<file path="src/design/dfe_pkg.sv">
`default_nettype none

package dfe_pkg;

    localparam logic [7:0]  DLE_BYTE = 8'h90;
    localparam logic [7:0]  STX_BYTE = 8'h02;
    localparam logic [15:0] CRC_POLY = 16'h1021;
    localparam logic [15:0] CRC_TOP  = 16'h8000;

    localparam int QUEUE_DEPTH_DEF = 2;

    // One classified word on its way from the front to the back
    typedef struct packed {
        logic [15:0] word;
        logic        hdr;
        logic        last;
        logic [15:0] crc;
    } dfe_entry_t;

    // CRC over one 16-bit word, MSB first; collapses to an XOR matrix
    function automatic logic [15:0] crc_feed(input logic [15:0] crc_in,
                                             input logic [15:0] word);
        logic [15:0] c;
        logic        carry;
        c = crc_in;
        for (int i = 15; i >= 0; i--)
        begin
            carry = (c & CRC_TOP) != 16'h0000;
            c = {c[14:0], word[i]};
            if (carry)
            begin
                c = c ^ CRC_POLY;
            end
        end
        return c;
    endfunction

endpackage

`default_nettype wire

</file>
<file path="src/design/dfe_front.sv">
`default_nettype none

module dfe_front (
    input  wire logic               clk,
    input  wire logic               rst_n,
    input  wire logic               word_valid,
    output logic                    word_stall,
    input  wire logic [15:0]        word_in,
    output logic                    push,
    output dfe_pkg::dfe_entry_t     push_entry,
    input  wire logic               queue_full
);
    import dfe_pkg::*;

    logic        in_frame_reg;
    logic        in_frame_next;
    logic [7:0]  words_left_reg;
    logic [7:0]  words_left_next;
    logic [15:0] crc_reg;
    logic [15:0] crc_next;

    logic        accept;
    logic [15:0] crc_upd;
    logic        is_last;

    assign word_stall = queue_full;
    assign accept     = word_valid && !queue_full;
    assign push       = accept;

    always_comb
    begin
        crc_upd = crc_feed(in_frame_reg ? crc_reg : 16'h0000, word_in);
        is_last = in_frame_reg ? (words_left_reg == 8'd1) : (word_in[15:8] == 8'd0);

        push_entry.word = word_in;
        push_entry.hdr  = !in_frame_reg;
        push_entry.last = is_last;
        // trailing zero word folded in here
        push_entry.crc  = crc_feed(crc_upd, 16'h0000);

        in_frame_next   = in_frame_reg;
        words_left_next = words_left_reg;
        crc_next        = crc_reg;
        if (accept)
        begin
            if (is_last)
            begin
                in_frame_next   = 1'b0;
                words_left_next = 8'd0;
                crc_next        = 16'h0000;
            end
            else
            begin
                in_frame_next   = 1'b1;
                words_left_next = in_frame_reg ? (words_left_reg - 8'd1) : word_in[15:8];
                crc_next        = crc_upd;
            end
        end
    end

    always_ff @(posedge clk or negedge rst_n)
    begin
        if (!rst_n)
        begin
            in_frame_reg   <= 1'b0;
            words_left_reg <= 8'd0;
            crc_reg        <= 16'h0000;
        end
        else
        begin
            in_frame_reg   <= in_frame_next;
            words_left_reg <= words_left_next;
            crc_reg        <= crc_next;
        end
    end

endmodule

`default_nettype wire

</file>
<file path="src/design/dfe_queue.sv">
`default_nettype none

module dfe_queue #(
    parameter int DEPTH = dfe_pkg::QUEUE_DEPTH_DEF
) (
    input  wire logic                clk,
    input  wire logic                rst_n,
    input  wire logic                push,
    input  wire dfe_pkg::dfe_entry_t push_entry,
    output logic                     full,
    input  wire logic                pop,
    output dfe_pkg::dfe_entry_t      head,
    output logic                     not_empty
);
    import dfe_pkg::*;

    localparam int PW = (DEPTH > 1) ? $clog2(DEPTH) : 1;
    localparam int CW = $clog2(DEPTH + 1);

    dfe_entry_t    mem [DEPTH];
    logic [PW-1:0] wr_ptr_reg;
    logic [PW-1:0] wr_ptr_next;
    logic [PW-1:0] rd_ptr_reg;
    logic [PW-1:0] rd_ptr_next;
    logic [CW-1:0] count_reg;
    logic [CW-1:0] count_next;

    assign full      = count_reg == CW'(DEPTH);
    assign not_empty = count_reg != '0;
    assign head      = mem[rd_ptr_reg];

    always_comb
    begin
        wr_ptr_next = wr_ptr_reg;
        rd_ptr_next = rd_ptr_reg;
        count_next  = count_reg;
        if (push)
        begin
            wr_ptr_next = (wr_ptr_reg == PW'(DEPTH - 1)) ? '0 : wr_ptr_reg + PW'(1);
        end
        if (pop)
        begin
            rd_ptr_next = (rd_ptr_reg == PW'(DEPTH - 1)) ? '0 : rd_ptr_reg + PW'(1);
        end
        if (push && !pop)
        begin
            count_next = count_reg + CW'(1);
        end
        else if (pop && !push)
        begin
            count_next = count_reg - CW'(1);
        end
    end

    always_ff @(posedge clk)
    begin
        if (push)
        begin
            mem[wr_ptr_reg] <= push_entry;
        end
    end

    always_ff @(posedge clk or negedge rst_n)
    begin
        if (!rst_n)
        begin
            wr_ptr_reg <= '0;
            rd_ptr_reg <= '0;
            count_reg  <= '0;
        end
        else
        begin
            wr_ptr_reg <= wr_ptr_next;
            rd_ptr_reg <= rd_ptr_next;
            count_reg  <= count_next;
        end
    end

endmodule

`default_nettype wire

</file>
<file path="src/design/dfe_back.sv">
`default_nettype none

module dfe_back (
    input  wire logic                clk,
    input  wire logic                rst_n,
    input  wire dfe_pkg::dfe_entry_t head,
    input  wire logic                not_empty,
    output logic                     pop,
    output logic                     byte_valid,
    input  wire logic                byte_stall,
    output logic [7:0]               byte_out,
    output logic                     frame_end
);
    import dfe_pkg::*;

    typedef enum logic [6:0] {
        PH_START = 7'b0000001,
        PH_DLE   = 7'b0000010,
        PH_STX   = 7'b0000100,
        PH_LO    = 7'b0001000,
        PH_HI    = 7'b0010000,
        PH_CLO   = 7'b0100000,
        PH_CHI   = 7'b1000000
    } phase_t;

    phase_t      phase_reg;
    phase_t      phase_next;
    phase_t      phase_cur;
    phase_t      adv;
    logic        dup_reg;
    logic        dup_next;
    logic        valid_reg;
    logic        valid_next;
    logic [7:0]  byte_reg;
    logic [7:0]  byte_next;
    logic        end_reg;
    logic        end_next;

    logic        load;
    logic [7:0]  src;
    logic        raw;
    logic        ends_item;
    logic        last_byte;
    logic        prefix;

    assign byte_valid = valid_reg;
    assign byte_out   = byte_reg;
    assign frame_end  = end_reg;

    assign load      = not_empty && (!valid_reg || !byte_stall);
    assign phase_cur = (phase_reg == PH_START) ? (head.hdr ? PH_DLE : PH_LO) : phase_reg;

    always_comb
    begin
        src       = DLE_BYTE;
        raw       = 1'b1;
        adv       = PH_START;
        ends_item = 1'b0;
        last_byte = 1'b0;
        case (phase_cur)
            PH_DLE:
            begin
                src = DLE_BYTE;
                adv = PH_STX;
            end
            PH_STX:
            begin
                src = STX_BYTE;
                adv = PH_LO;
            end
            PH_LO:
            begin
                src = head.word[7:0];
                raw = 1'b0;
                adv = PH_HI;
            end
            PH_HI:
            begin
                src       = head.word[15:8];
                raw       = 1'b0;
                adv       = head.last ? PH_CLO : PH_START;
                ends_item = !head.last;
            end
            PH_CLO:
            begin
                src = head.crc[7:0];
                raw = 1'b0;
                adv = PH_CHI;
            end
            PH_CHI:
            begin
                src       = head.crc[15:8];
                raw       = 1'b0;
                adv       = PH_START;
                ends_item = 1'b1;
                last_byte = 1'b1;
            end
            default:
            begin
                adv = PH_START;
            end
        endcase
        // stuffed DLE: first copy goes out, phase holds for the second
        prefix = !raw && (src == DLE_BYTE) && !dup_reg;
    end

    always_comb
    begin
        phase_next = phase_reg;
        dup_next   = dup_reg;
        byte_next  = byte_reg;
        end_next   = end_reg;
        valid_next = valid_reg && byte_stall;
        pop        = 1'b0;
        if (load)
        begin
            valid_next = 1'b1;
            byte_next  = src;
            end_next   = last_byte && !prefix;
            dup_next   = prefix;
            phase_next = prefix ? phase_cur : adv;
            pop        = ends_item && !prefix;
        end
    end

    always_ff @(posedge clk)
    begin
        byte_reg <= byte_next;
        end_reg  <= end_next;
    end

    always_ff @(posedge clk or negedge rst_n)
    begin
        if (!rst_n)
        begin
            phase_reg <= PH_START;
            dup_reg   <= 1'b0;
            valid_reg <= 1'b0;
        end
        else
        begin
            phase_reg <= phase_next;
            dup_reg   <= dup_next;
            valid_reg <= valid_next;
        end
    end

endmodule

`default_nettype wire

</file>
<file path="src/design/dle_frame_encoder_crc16.sv">
// Channel   Direction  Handshake                 Payload
// word      in         word_valid / word_stall   word_in[15:0]
// byte      out        byte_valid / byte_stall   byte_out[7:0], frame_end
//
// One output byte per cycle from the back sequencer's output register, unless stalled.
// A data word gives 2 bytes, plus 1 for each 0x90 byte; a header adds 2 (DLE, STX);
// a last word or zero-count header adds 2 to 4 CRC bytes. Words are queued before output.
// The front takes a word every cycle while the queue (QUEUE_DEPTH items) has room.
// Reset clears frame state, queue pointers and output valid.
// A stalled output holds its byte; the front keeps accepting until the queue fills.
`default_nettype none

module dle_frame_encoder_crc16 #(
    parameter int QUEUE_DEPTH = dfe_pkg::QUEUE_DEPTH_DEF
) (
    input  wire logic        clk,
    input  wire logic        rst_n,
    input  wire logic        word_valid,
    output logic             word_stall,
    input  wire logic [15:0] word_in,
    output logic             byte_valid,
    input  wire logic        byte_stall,
    output logic [7:0]       byte_out,
    output logic             frame_end
);
    import dfe_pkg::*;

    logic       push;
    dfe_entry_t push_entry;
    logic       full;
    logic       pop;
    dfe_entry_t head;
    logic       not_empty;

    dfe_front u_front (
        .clk        (clk),
        .rst_n      (rst_n),
        .word_valid (word_valid),
        .word_stall (word_stall),
        .word_in    (word_in),
        .push       (push),
        .push_entry (push_entry),
        .queue_full (full)
    );

    dfe_queue #(
        .DEPTH (QUEUE_DEPTH)
    ) u_queue (
        .clk        (clk),
        .rst_n      (rst_n),
        .push       (push),
        .push_entry (push_entry),
        .full       (full),
        .pop        (pop),
        .head       (head),
        .not_empty  (not_empty)
    );

    dfe_back u_back (
        .clk        (clk),
        .rst_n      (rst_n),
        .head       (head),
        .not_empty  (not_empty),
        .pop        (pop),
        .byte_valid (byte_valid),
        .byte_stall (byte_stall),
        .byte_out   (byte_out),
        .frame_end  (frame_end)
    );

endmodule

`default_nettype wire

</file>
<file path="config.mk">
export PLATFORM = sky130hd
export DESIGN_NAME = dle_frame_encoder_crc16
export DESIGN_NICKNAME = d
export VERILOG_FILES = /design/src/design/dfe_pkg.sv /design/src/design/dfe_front.sv /design/src/design/dfe_queue.sv /design/src/design/dfe_back.sv /design/src/design/dle_frame_encoder_crc16.sv
export SDC_FILE = /design/constraint.sdc
export NUM_CORES = 1
export LEC_CHECK = 0
export BUFFER_PORTS_ARGS = -buffer_cell sky130_fd_sc_hd__buf_2
export CORE_ASPECT_RATIO = 1.5
export CORE_MARGIN = 2
export CORE_UTILIZATION = 50
export CTS_BUF_LIST = sky130_fd_sc_hd__clkbuf_4
export DETAILED_ROUTE_END_ITERATION = 8
export GPL_TIMING_DRIVEN = 0
export PLACE_DENSITY_LB_ADDON = 0.2
export SLEW_MARGIN = 10
export SYNTH_ARGS = -nofsm -noshare
export SYNTH_HDL_FRONTEND = slang
export SYNTH_HIERARCHICAL = 1
export SYNTH_SLANG_ARGS = --single-unit
</file>
<file path="constraint.sdc">
create_clock -name clk -period 3.6 [get_ports clk]
set_input_delay 0.72 -clock clk [delete_from_list [all_inputs] [get_ports clk]]
set_output_delay 0.72 -clock clk [all_outputs]
set_load 0.005 [all_outputs]
</file>
==> metrics.cfg <==
[floorplanning]
io_pins=31
start_util_pct=50.63
die_h_um=143.6
row_count=51
fp.dieArea_mm2=0.01393
die_x_um=97.05
coreArea_mm2=0.01283

[drt]
routed_wl_um=13580
vias=4011
wl_per_cell_um=18.47
detailedRoute.firstPassIterationCount=6
drc=0
drtAntennaViolNets=0
first_iter_violations=151
via_per_inst=5.457

[sta]
relSlewSlack_pct=21.66
worst_pin_slew_ns=1.165
skew_ns=0.01910
fmax_mhz=301.5
drv_slew=0
period_share_pct=92.12
fin_crit_ns=3.316
hold_violations=0
fin_setup_tns_ns=0
setup_viol=0

[clock_tree]
clock_latency_ns=0.50
clockBufferDepth=2
clk_pin_slew_ns=0.10
cts_root_buf=clkbuf_4
hold_buffers=0
htreeDepth=4
cts_buffers=17
cts.sinks=115
cts_tree=built

[synth]
syn_avg_cell_area_um2=12.76
seq_area_frac_synth_pct=50.27
synthCells=509
synth-edff-count=77
synthFlopType=edfxtp_1
synth_area_mm2=0.006494
synth_cell_types=68
synth-async-reset-ratio_pct=33.04
syn-num-nets=532
ys_warn_count=6
ys_ff_latch=115

[setup_path]
cp-end-kind=register
r2r_end=u_queue/count_reg[1]$_DFFE_PN0P_
slowest_delay_ns=0.35
crit_buf_inv=3
cp_common_cell=xor2_1
crit_family=compound AO/OA/AOI/OAI gates
startpoint_type=register
slowest_stage=dfrtp_1
required_ns=4.02
rrSetupSlack_ns=0.28
crit_path_cell_trace=buf_6, buf_12, mux2_4, nor3b_2, o211ai_2, o221ai_1, a21o_1, o31ai_4, a211oi_2, inv_1, ha_1, xor2_1, nor2_1, xor2_1
crit_arrival_ns=3.74
path_class=reg2reg
critPathMaxFanout=10
reg2reg_depth=14
reg2reg_from=u_queue/rd_ptr_reg$_DFFE_PN0P_

[layout]
largest_reg_flops=68
fillers=1042
fin_area_mm2=0.007267
final-instance-count-excl-fill=735
syn2layout_area_growth_pct=11.91
finalNetCount=585
drive_above_1_share_pct=28.70

[global_routing]
grt_pass1_vias=3955
grtUsageMet2_pct=38.34
grt_max_degree=39
grt_use_met1_pct=21.37
grt_first_pass_wirelength_um=21200
antenna_found_initial=1
busiest_layer=met2
met3_usage_pct=4.621
grtUsageTotal_pct=20.20
grt_overflow=0

[placed_design]
dpl.hpwl_um=10120
portBuffers=30
place_area_mm2=0.006872
placed_cells_incl_taps=699
place.gp.congestion=0.9184

[min_path]
hp-class=in2async

[status]
outcome=completed

[run]
maxCapViolations=0

## worst reg2reg max path, delay by kind of cell, from the launching register on
family                     cells  cell delay [ns]
xor gates and xnor gates       2             0.30
AOI/OAI and AO/OA              5             1.25
adders and majority gates      1             0.19
muxes                          1             0.34
DFF                            1             0.35
and+or+nand+nor                2             0.36
buffers and inverters          3             0.44
## cell usage in the layout (no fill, tap or decap), drive strengths merged, types with 5 or more instances in the layout
| cell | Yosys | final |
|---|---|---|
| mux2 | 38 | 38 |
| dfrtp | 37 | 37 |
| nand3b | 6 | 6 |
| a21oi | 8 | 8 |
| edfxtp | 77 | 77 |
| o21ai | 27 | 27 |
| nand2 | 48 | 48 |
| xor2 | 29 | 29 |
| nor2 | 22 | 22 |
| clkbuf | 10 | 31 |
| nand3 | 10 | 10 |
| bufinv | 0 | 6 |
| clkinv | 0 | 5 |
| buf | 31 | 65 |
| inv | 13 | 13 |
| a22oi | 6 | 6 |
| o221ai | 5 | 5 |
| xnor3 | 8 | 8 |
| nor3 | 11 | 11 |
| nand2b | 12 | 12 |
| xnor2 | 48 | 48 |
## logic make-up (layout without fill, tap and decap cells)
kind of cell	count (synthesis)	in the layout	synth area share, %
other cells	0	1	0
simple gates	137	137	11.72
xor+xnor	89	89	15.80
buf+inv	54	120	5.414
compound gates	69	69	7.110
flops	115	115	50.27
fa+ha+maj	3	3	0.5781
mux	42	42	9.114
## cell usage after synthesis (8+ instances only)
cell | number | area, um^2
clkbuf_1 | 8 | 30.03
inv_1 | 12 | 45.04
a21oi_1 | 8 | 40.04
nand2_1 | 47 | 176.4
o21ai_0 | 27 | 135.1
nand2b_1 | 11 | 68.82
edfxtp_1 | 77 | 2312
xor2_1 | 27 | 236.5
nand3_1 | 10 | 50.05
nor2_1 | 22 | 82.58
nor3_1 | 10 | 50.05
xnor2_1 | 42 | 367.9
buf_4 | 20 | 150.1
mux2_4 | 33 | 495.5
dfrtp_1 | 37 | 925.9
## metal layers
metal  routed length, um  share of wire, %
met3                 537               4.0
met2                7564                56
met1                5132                38
met5                   0                 0
met4                 341               2.5
## what timing repair did
action,in CTS,in global routing
resized for setup,0,1
setup buffers,0,3
endpoints found under the setup margin,0,2
## worst max-delay path by stage
stage                                         startpoint                               end  slack (ns)  cells past startpoint
after CTS                 u_queue/rd_ptr_reg$_DFFE_PN0P_  u_queue/count_reg[1]$_DFFE_PN0P_        0.04                     14
final                     u_queue/rd_ptr_reg$_DFFE_PN0P_  u_queue/count_reg[1]$_DFFE_PN0P_        0.28                     14
after global routing      u_queue/rd_ptr_reg$_DFFE_PN0P_  u_queue/count_reg[1]$_DFFE_PN0P_     -0.0001                     14
after floorplan                               word_valid       u_queue/mem[0][0]$_DFFE_PP_        0.18                      5
after detailed placement  u_queue/rd_ptr_reg$_DFFE_PN0P_  u_queue/count_reg[1]$_DFFE_PN0P_        0.06                     14
after global placement                        word_valid      u_queue/mem[0][21]$_DFFE_PP_       -0.95                      6
## cell type report
class                   count  area, um^2  area share, %
plain buffers              41       302.8          4.167
repair buffers             34       192.7          2.652
flip-flops and latches    115        3264          44.92
well taps                 159       198.9          2.738
clock buffers              21       157.7          2.169
clock inverters            11       207.7          2.858
inverters                  13       48.80         0.6715
multi-input cells         340        2892          39.79
diodes                      1       2.502        0.03444
## metrics by stage
step	worst slack, ns	hold slack [ns]	util [%]
global route	-0.0001092	0.3680	56.66
CTS	0.03622	0.3403	56.42
global placement	-0.9459	0.4636	53.35
finish	0.2835	0.3560	56.66
floorplan	0.1778	0.4244	-
detailed placement	0.06051	0.4873	53.58
Power is left out: the tool's default activity adds up to more than one toggle a clock period on the data nets, which glitch-free logic cannot reach.
